==> src/irpd_pkg.sv <==
`timescale 1ns / 1ps
// irpd_pkg: types, register codes and microcode program for the ir pulse distance encoder
// no dependencies; imported by the encoder top level and its checker

package irpd_pkg;

  localparam int DUR_W      = 16;
  localparam int SUM_W      = 23;
  localparam int CNT_W      = 6;
  localparam int CMD_W      = 32;
  localparam int PREFIX_W   = 16;
  localparam int PCNT_W     = 5;
  localparam int CFG_IDX_W  = 3;
  localparam int IN_DATA_W  = 40;
  localparam int OUT_DATA_W = 56;
  localparam int STEP_W     = 3;

  typedef logic [STEP_W-1:0] step_t;

  // configuration register indexes
  typedef enum logic [CFG_IDX_W-1:0] {
    REG_HEADER_PULSE = 3'd0,
    REG_HEADER_SPACE = 3'd1,
    REG_ONE_PULSE    = 3'd2,
    REG_ONE_SPACE    = 3'd3,
    REG_ZERO_PULSE   = 3'd4,
    REG_ZERO_SPACE   = 3'd5,
    REG_PREFIX_BITS  = 3'd6,
    REG_PREFIX_COUNT = 3'd7
  } cfg_reg_t;

  // what a step puts on the output
  typedef enum logic [1:0] {
    EM_NONE    = 2'd0,
    EM_HEADER  = 2'd1,
    EM_BIT     = 2'd2,
    EM_TRAILER = 2'd3
  } emit_sel_t;

  typedef enum logic {
    SRC_PREFIX = 1'b0,
    SRC_CMD    = 1'b1
  } src_sel_t;

  // bit counter load when a step is left
  typedef enum logic [1:0] {
    LD_KEEP   = 2'd0,
    LD_PREFIX = 2'd1,
    LD_CMD    = 2'd2
  } load_sel_t;

  // how a step advances
  typedef enum logic [1:0] {
    CD_ALWAYS = 2'd0,
    CD_INPUT  = 2'd1,
    CD_LOOP   = 2'd2
  } cond_t;

  typedef struct packed {
    emit_sel_t emit;
    src_sel_t  src;
    load_sel_t load;
    cond_t     cond;
    step_t     next;
    step_t     alt;
  } ctrl_word_t;

  localparam step_t ST_IDLE    = 3'd0;
  localparam step_t ST_HEADER  = 3'd1;
  localparam step_t ST_PREFIX  = 3'd2;
  localparam step_t ST_COMMAND = 3'd3;
  localparam step_t ST_TRAILER = 3'd4;

  // microcode rom; alt is the jump taken from idle for a headless repeat
  function automatic ctrl_word_t ucode(input step_t step);
    ctrl_word_t cw;
    unique case (step)
      ST_IDLE:    cw = '{EM_NONE,    SRC_PREFIX, LD_PREFIX, CD_INPUT,  ST_HEADER,  ST_PREFIX};
      ST_HEADER:  cw = '{EM_HEADER,  SRC_PREFIX, LD_KEEP,   CD_ALWAYS, ST_PREFIX,  ST_IDLE};
      ST_PREFIX:  cw = '{EM_BIT,     SRC_PREFIX, LD_CMD,    CD_LOOP,   ST_COMMAND, ST_IDLE};
      ST_COMMAND: cw = '{EM_BIT,     SRC_CMD,    LD_KEEP,   CD_LOOP,   ST_TRAILER, ST_IDLE};
      ST_TRAILER: cw = '{EM_TRAILER, SRC_PREFIX, LD_KEEP,   CD_ALWAYS, ST_IDLE,    ST_IDLE};
      default:    cw = '{EM_NONE,    SRC_PREFIX, LD_KEEP,   CD_ALWAYS, ST_IDLE,    ST_IDLE};
    endcase
    return cw;
  endfunction

endpackage

==> src/ir_pulse_distance_frame_encoder.sv <==
`timescale 1ns / 1ps
// ir_pulse_distance_frame_encoder: turns one command beat into a frame of mark/space beats
// depends on irpd_pkg (types, register codes, microcode rom)
//
// first result beat: a standard frame goes from the idle step to the header step, a headless
//   repeat to the prefix step; each emitting step registers its beat on the output, and an
//   empty bit loop is left in a step of its own without a beat
// frame: the idle step gives no beat; the header, each loop bit and the trailer give one beat
//   each; leaving each of the two bit loops gives none, and a beat waits while the output
//   register is full; the microcode step counter runs one frame at a time
// reset (rst, synchronous): step counter to idle, output empty, registers to defaults
// the output register is reloaded as the sink takes its beat; an emitting step stalls while a beat waits

module ir_pulse_distance_frame_encoder #(
  parameter int MAX_PREFIX_BITS  = 16,
  parameter int MAX_COMMAND_BITS = 32,
  parameter int TRAILER_PULSE_US = 526
) (
  input  logic                              clk,
  input  logic                              rst,
  // configuration write channel
  input  logic                              cfg_valid,
  output logic                              cfg_ready,
  input  logic [irpd_pkg::CFG_IDX_W-1:0]    cfg_index,
  input  logic [irpd_pkg::DUR_W-1:0]        cfg_data,
  // command stream
  input  logic                              s_tvalid,
  output logic                              s_tready,
  input  logic [irpd_pkg::IN_DATA_W-1:0]    s_tdata,  // command_bits[31:0], command_count[37:32]
  input  logic                              s_tuser,  // kind
  // mark/space stream
  output logic                              m_tvalid,
  input  logic                              m_tready,
  output logic [irpd_pkg::OUT_DATA_W-1:0]   m_tdata,  // mark_us[15:0], gap_us[31:16],
                                                      // frame_duration_us[54:32]
  output logic                              m_tuser,  // mark_only
  output logic                              m_tlast   // last
);

  import irpd_pkg::*;

  // configuration registers
  logic [DUR_W-1:0]    header_pulse_us;
  logic [DUR_W-1:0]    header_space_us;
  logic [DUR_W-1:0]    one_pulse_us;
  logic [DUR_W-1:0]    one_space_us;
  logic [DUR_W-1:0]    zero_pulse_us;
  logic [DUR_W-1:0]    zero_space_us;
  logic [PREFIX_W-1:0] prefix_bits;
  logic [PCNT_W-1:0]   prefix_count;

  // sequencer state
  step_t               step;
  logic [CNT_W-1:0]    bit_index;
  logic [CMD_W-1:0]    held_command;
  logic [CNT_W-1:0]    held_count;
  logic [SUM_W-1:0]    duration_sum;

  // output register
  logic [DUR_W-1:0]    mark_us;
  logic [DUR_W-1:0]    gap_us;
  logic [SUM_W-1:0]    frame_duration_us;

  // datapath
  ctrl_word_t          cw;
  logic                slot_free;
  logic [CMD_W-1:0]    bit_word;
  logic [CNT_W-1:0]    index_m1;
  logic                bit_val;
  logic [DUR_W-1:0]    bit_mark;
  logic [DUR_W-1:0]    bit_gap;
  logic [DUR_W-1:0]    hdr_mark;
  logic [DUR_W-1:0]    hdr_gap;
  logic [DUR_W:0]      pair_sum;
  logic [CNT_W-1:0]    prefix_sat;
  logic [CNT_W-1:0]    in_count;
  logic [CNT_W-1:0]    in_count_sat;
  logic [CNT_W-1:0]    load_value;

  assign cw        = ucode(step);
  assign cfg_ready = 1'b1;
  assign s_tready  = (cw.cond == CD_INPUT);
  assign slot_free = !m_tvalid || m_tready;

  assign m_tdata = {1'b0, frame_duration_us, gap_us, mark_us};

  // saturate the counts to the configured maxima
  assign prefix_sat   = ({1'b0, prefix_count} > CNT_W'(MAX_PREFIX_BITS)) ?
                        CNT_W'(MAX_PREFIX_BITS) : {1'b0, prefix_count};
  assign in_count     = s_tdata[CMD_W +: CNT_W];
  assign in_count_sat = (in_count > CNT_W'(MAX_COMMAND_BITS)) ?
                        CNT_W'(MAX_COMMAND_BITS) : in_count;

  // bits go out from the highest element down to bit 0; prefix bits above bit 15 are zero
  assign bit_word = (cw.src == SRC_CMD) ? held_command
                                        : {{(CMD_W-PREFIX_W){1'b0}}, prefix_bits};
  assign index_m1 = bit_index - 1'b1;
  assign bit_val  = bit_word[index_m1[CNT_W-2:0]];
  assign bit_mark = bit_val ? one_pulse_us : zero_pulse_us;
  assign bit_gap  = bit_val ? one_space_us : zero_space_us;
  assign hdr_mark = header_pulse_us;
  assign hdr_gap  = header_space_us;

  always_comb begin
    if (cw.emit == EM_HEADER) begin
      pair_sum = {1'b0, hdr_mark} + {1'b0, hdr_gap};
    end else begin
      pair_sum = {1'b0, bit_mark} + {1'b0, bit_gap};
    end
  end

  always_comb begin
    unique case (cw.load)
      LD_PREFIX: load_value = prefix_sat;
      LD_CMD:    load_value = held_count;
      default:   load_value = bit_index;
    endcase
  end

  // configuration writes
  always_ff @(posedge clk) begin
    if (rst) begin
      header_pulse_us <= 16'd8400;
      header_space_us <= 16'd4200;
      one_pulse_us    <= 16'd526;
      one_space_us    <= 16'd1578;
      zero_pulse_us   <= 16'd526;
      zero_space_us   <= 16'd526;
      prefix_bits     <= '0;
      prefix_count    <= '0;
    end else if (cfg_valid && cfg_ready) begin
      unique case (cfg_index)
        REG_HEADER_PULSE: header_pulse_us <= cfg_data;
        REG_HEADER_SPACE: header_space_us <= cfg_data;
        REG_ONE_PULSE:    one_pulse_us    <= cfg_data;
        REG_ONE_SPACE:    one_space_us    <= cfg_data;
        REG_ZERO_PULSE:   zero_pulse_us   <= cfg_data;
        REG_ZERO_SPACE:   zero_space_us   <= cfg_data;
        REG_PREFIX_BITS:  prefix_bits     <= cfg_data;
        REG_PREFIX_COUNT: prefix_count    <= cfg_data[PCNT_W-1:0];
        default: ;
      endcase
    end
  end

  // microcode sequencer and output register
  always_ff @(posedge clk) begin
    if (rst) begin
      step         <= ST_IDLE;
      bit_index    <= '0;
      held_command <= '0;
      held_count   <= '0;
      duration_sum <= '0;
      m_tvalid     <= 1'b0;
      m_tuser      <= 1'b0;
      m_tlast      <= 1'b0;
    end else begin
      if (m_tvalid && m_tready) begin
        m_tvalid <= 1'b0;
      end
      unique case (cw.cond)
        CD_INPUT: begin
          // wait for a command; a headless repeat skips the header step
          if (s_tvalid) begin
            held_command <= s_tdata[CMD_W-1:0];
            held_count   <= in_count_sat;
            duration_sum <= '0;
            bit_index    <= load_value;
            step         <= s_tuser ? cw.alt : cw.next;
          end
        end
        CD_LOOP: begin
          if (bit_index == '0) begin
            step      <= cw.next;
            bit_index <= load_value;
          end else if (slot_free) begin
            m_tvalid          <= 1'b1;
            mark_us           <= bit_mark;
            gap_us            <= bit_gap;
            frame_duration_us <= '0;
            m_tuser           <= 1'b0;
            m_tlast           <= 1'b0;
            bit_index         <= index_m1;
            duration_sum      <= duration_sum + SUM_W'(pair_sum);
          end
        end
        default: begin
          if (slot_free) begin
            step      <= cw.next;
            bit_index <= load_value;
            unique case (cw.emit)
              EM_HEADER: begin
                m_tvalid          <= 1'b1;
                mark_us           <= hdr_mark;
                gap_us            <= hdr_gap;
                frame_duration_us <= '0;
                m_tuser           <= 1'b0;
                m_tlast           <= 1'b0;
                duration_sum      <= duration_sum + SUM_W'(pair_sum);
              end
              EM_TRAILER: begin
                // single mark closes the frame and carries the total
                m_tvalid          <= 1'b1;
                mark_us           <= DUR_W'(TRAILER_PULSE_US);
                gap_us            <= '0;
                frame_duration_us <= duration_sum + SUM_W'(TRAILER_PULSE_US);
                m_tuser           <= 1'b1;
                m_tlast           <= 1'b1;
              end
              default: ;
            endcase
          end
        end
      endcase
    end
  end

endmodule

==> config.mk <==
export PLATFORM = sky130hd
export DESIGN_NAME = ir_pulse_distance_frame_encoder
export DESIGN_NICKNAME = d
export VERILOG_FILES = /design/src/irpd_pkg.sv /design/src/ir_pulse_distance_frame_encoder.sv
export SDC_FILE = /design/constraint.sdc
export NUM_CORES = 1
export LEC_CHECK = 0
export BUFFER_PORTS_ARGS = -buffer_cell sky130_fd_sc_hd__clkbuf_2
export CAP_MARGIN = 20
export CORE_AREA = 2 2 199 201
export DETAILED_ROUTE_END_ITERATION = 7
export DIE_AREA = 0 0 201 203
export GPL_TIMING_DRIVEN = 0
export PLACE_DENSITY = 0.49
export SYNTH_ARGS = -nofsm -noshare
export SYNTH_HDL_FRONTEND = slang
export SYNTH_SLANG_ARGS = --single-unit
==> constraint.sdc <==
create_clock -name clk -period 19.37 [get_ports clk]
set_input_delay 0.9685 -clock clk [delete_from_list [all_inputs] [get_ports clk]]
set_output_delay 0.9685 -clock clk [all_outputs]
set_load 0.05 [all_outputs]
==> results.md <==
- The number of placement rows is 72.
- In the final routed layout, each cell accounts on average for 18.8 um.
- After layout, the worst path uses 46.5% of the clock period.
- The number of global-route vias before repair is 11.1k.
- Measured against its own limit, the worst slew margin works out to 35.1%.
- In the synthesized netlist the dominant register cell turns out to be sky130_fd_sc_hd__dfxtp_1.
- The net total in the final layout is 1800.
- The clock sink count is 244.
- The static power due to leakage is 6.04 nW.
- A synthesized cell averages 8.55 sq um.
- The design draws 1.89 mW.
- In this run the critical register-to-register path is launched from bit_index[0]$_SDFFE_PP0P_.
- Measured in cells, the most critical reg-to-reg path has a length of 29.
- The share of cell area taken by muxes after synthesis is 6.02%.
- Measured along the y axis, the die boundary spans 203 um.
- Routability-driven placement finished with a final weighted congestion of 0.887.
- Derived from the worst setup path, the maximum achievable clock frequency is 0.111 GHz.
- The number of antenna diodes in the final layout is 0.
- The path class of the tightest hold or removal check is flop to flop.
- The share of final-layout standard cells stronger than drive strength 1 is 13.4%.
- The routed layout has 11.4k vias.
- The flow ran to the end, and the final reports show no timing, DRC or antenna violations.
- In this run the count of I/O pins placed on the die edge is 126.
- The pre-antenna-repair detailed-routing pass consisted of 8 iterations.
- The design area is 0.0154 sq mm.
- The placed cell area is 0.0144 sq mm.
- The clock passes through at most 3 buffers.
- The actual transition at the worst max-transition pin is 0.966 ns.
- After synthesis the cells add up to 0.0131 sq mm.
- The number of warnings issued by yosys is 0.
- The number of different library cells in the post-synthesis netlist is 75.
- In this run the register-to-register setup slack is 10.36 ns.
- The fraction of the mapped netlist area in adder cells is 5.98%.
- The number of slew-limit violations in the final report was 0.
- The detailed router finished its first iteration with 745 violations.
- In the synthesized netlist the async set-or-reset flop fraction comes to 0%.
- The area growth from synthesis to final layout is 17.9%.
- CTS placed an instance of sky130_fd_sc_hd__clkbuf_16 at the clock tree root.
- In this run the remaining antenna-violating nets after routing total 0.
- The cell with the biggest individual delay on the critical path is sky130_fd_sc_hd__a2111oi_1.
- Setup repair after global routing left no endpoint under its margin.
- The count of endpoints failing hold in the final timing report is 0.
- Setup violations remaining at the end of the flow were counted as 0.
- The required arrival time at the worst endpoint is 19.86 ns.
- The clock transition at the register clock pins on the worst setup and hold paths after CTS is 0.06 ns.
- The number of flops mapped to enable cells by yosys is 55.
- The global-route wire length before repair is 63.9 mm.
- The number of maximum-capacitance constraint violations is 0.
- The total wire length is 41.7 mm.
- On the worst path, the slowest cell contributes a delay of 0.82 ns.
- The overall overflow remaining after global route is 0.
- Detailed placement ended at an HPWL of 32.4 mm.
- The number of buffers created by CTS is 28.
- TritonCTS built the clock tree.
- The synthesized-area fraction occupied by xor and xnor cells is 3.96%.
- The power density over the cells is 123 mW/mm^2.
- During placement, the flow inserted port buffers numbering 114.
- The maximum clock skew at final layout is 0.0102 ns.
- The simple-gate share of the synthesized area is 21.1%.
- In the final timing run, aggregate negative setup slack is 0 ns.
- Entering global routing, the biggest net connects 21 pins.
- The critical path is of the flop to flop type.
- The total setup buffers inserted after CTS is 0.
- The synthesized-area fraction occupied by ao, oa, aoi and oai cells is 17.9%.
- The startpoint type of the worst setup path is a flop.
- For this configuration, the core starts out at a cell density of 33.9%.
- The global-route usage over all layers is 20.1%.
- The worst register-to-register path ends at duration_sum[17]$_SDFFE_PP0P_.
- The die width is 201 um.
- In this run, synthesis produced a sequential element count of 244.
- The number of antenna violations at the first check in global routing was 0.
- For this run, design rule violations remaining after detail routing come to 0.
- The core region is 0.0385 sq mm.
- The critical path starts at bit_index[0]$_SDFFE_PP0P_.
- IR analysis of the VDD net gives a maximum drop of 0.0596 mV.
- The maximum net fanout on the critical path is 10.
- In this run the worst setup path terminates at duration_sum[17]$_SDFFE_PP0P_.
- STA classifies the critical path endpoint as a flop.
- Using the TritonRoute via totals, the vias-per-cell ratio works out to 5.14.
- The number of cells upsized or downsized after cts is 0.
- The sequential-to-total area share from yosys stat is 41.6%.
- The number of cells produced by synthesis is 1528.
- The clock period minus final worst setup slack is 9.01 ns.
- The die outline area is 0.0408 sq mm.
- The worst endpoint data arrival time is 9.50 ns.
- Hold repair after CTS inserted 0 buffers.
- The later pin in the worst-skew pair is clocked with a latency of 0.56 ns.
- Synthesis produced a netlist with a net count of 1652.
- The depth of the CTS H-tree is 1.
- After synthesis, the largest family of logic cells by area is simple AND/OR/NAND/NOR gates.
-- power by group --
group | internal, mW | leakage, nW | total (mW) | switching, mW
logic | 0.232 | 3.49 | 0.682 | 0.450
clock network | 0.363 | 0.504 | 0.588 | 0.226
registers | 0.580 | 2.05 | 0.617 | 0.0362
total | 1.18 | 6.04 | 1.89 | 0.711
-- worst min-delay path by stage --
stage / startpoint / depth (start not counted) / endpoint / slack (ns)
floorplan: held_count[1]$_SDFFE_PP0P_ / 2 / held_count[1]$_SDFFE_PP0P_ / 0.43
global placement: one_space_us[0]$_SDFFE_PP0P_ / 2 / one_space_us[0]$_SDFFE_PP0P_ / 0.44
detailed placement: one_space_us[8]$_SDFFE_PP0P_ / 2 / one_space_us[8]$_SDFFE_PP0P_ / 0.44
CTS: one_space_us[7]$_SDFFE_PP0P_ / 2 / one_space_us[7]$_SDFFE_PP0P_ / 0.45
global route: held_command[24]$_SDFFE_PP0P_ / 2 / held_command[24]$_SDFFE_PP0P_ / 0.47
finish: one_space_us[7]$_SDFFE_PP0P_ / 2 / one_space_us[7]$_SDFFE_PP0P_ / 0.45
-- metrics by stage --
step                util, %  cells  setup WS (ns)  hold slack (ns)
finish                 40.0   2216          10.36            0.453
global route           40.0   2216           9.69            0.467
CTS                    40.0   2215          10.33            0.454
detailed placement     37.3   2163          10.38            0.445
global placement       37.1   2160          10.06            0.439
floorplan                 -   1528          12.21            0.430
-- logic make-up after synthesis --
logic type / count (synthesis)
adder cells (fa/ha/maj): 61
AND/OR/NAND/NOR: 618
other: 2
multiplexers: 62
flip-flops: 244
AO/OA/AOI/OAI: 374
buffers and inverters: 108
XOR/XNOR: 59
-- cell type report --
class / instances / area, sq um
inverter: 19 / 71.3
clock buffer: 37 / 816
tap: 518 / 648
fill: 3963 / 23100
clock inverter: 15 / 216
multi-input combinational: 1176 / 7190
buffer: 89 / 370
sequential: 244 / 5440
timing repair buffer: 118 / 648
-- synthesized netlist by cell type, drive strengths merged, types with 26 or more instances --
library cell,instances,area (sq um)
xor2,33,289
dfxtp,189,3780
a22o,27,236
a21oi,187,940
o21ai,42,210
clkbuf,76,287
nor2,100,375
nand3b,34,255
edfxtp,55,1650
nand2,350,1310
mux2,32,360
nand3,26,130
xnor2,26,228
ha,56,701
-- critical path: cells and delay by family, from the launching register on --
family | cells | cell delay, ns
muxes | 3 | 1.25
AOI/OAI and AO/OA | 12 | 3.35
adders and majority gates | 4 | 1.40
DFF | 1 | 0.30
buffers and inverters | 7 | 2.08
and+or+nand+nor | 3 | 0.55
-- cells in the final DEF, fill, tap and decap left out, types with 26 or more instances in the layout --
cell type                   instances
sky130_fd_sc_hd__ha_1              56
sky130_fd_sc_hd__xor2_1            33
sky130_fd_sc_hd__edfxtp_1          55
sky130_fd_sc_hd__a21oi_1          186
sky130_fd_sc_hd__nand3b_1          34
sky130_fd_sc_hd__xnor2_1           26
sky130_fd_sc_hd__clkbuf_1          77
sky130_fd_sc_hd__nand2_1          350
sky130_fd_sc_hd__dfxtp_1          189
sky130_fd_sc_hd__nor2_1           100
sky130_fd_sc_hd__clkbuf_16         29
sky130_fd_sc_hd__nand3_1           26
sky130_fd_sc_hd__clkbuf_2         115
sky130_fd_sc_hd__o21ai_0           39
sky130_fd_sc_hd__a22o_1            27
-- sequential cells by signal, indices dropped and copies added (netlist names), 3 cells and up --
register           cells
prefix_bits           16
gap_us                16
prefix_count           5
zero_pulse_us         16
frame_duration_us     23
held_count             6
step                   3
zero_space_us         16
hdr_gap               16
mark_us               16
bit_index              6
held_command          32
one_space_us          16
hdr_mark              16
one_pulse_us          16
duration_sum          23
-- routing by layer --
layer / GRT usage [%] / share of wire [%] / routed length, um / up-vias
li1: - / - / - / 5704
met1: 27.1 / 47 / 19500 / 5406
met2: 34.1 / 46 / 19400 / 235
met4: 5.13 / 2.2 / 933 / 0
met5: 0 / 0 / 0 / -
met3: 2.57 / 4.5 / 1870 / 50
Note: power is estimated with default switching activity, not from simulation.
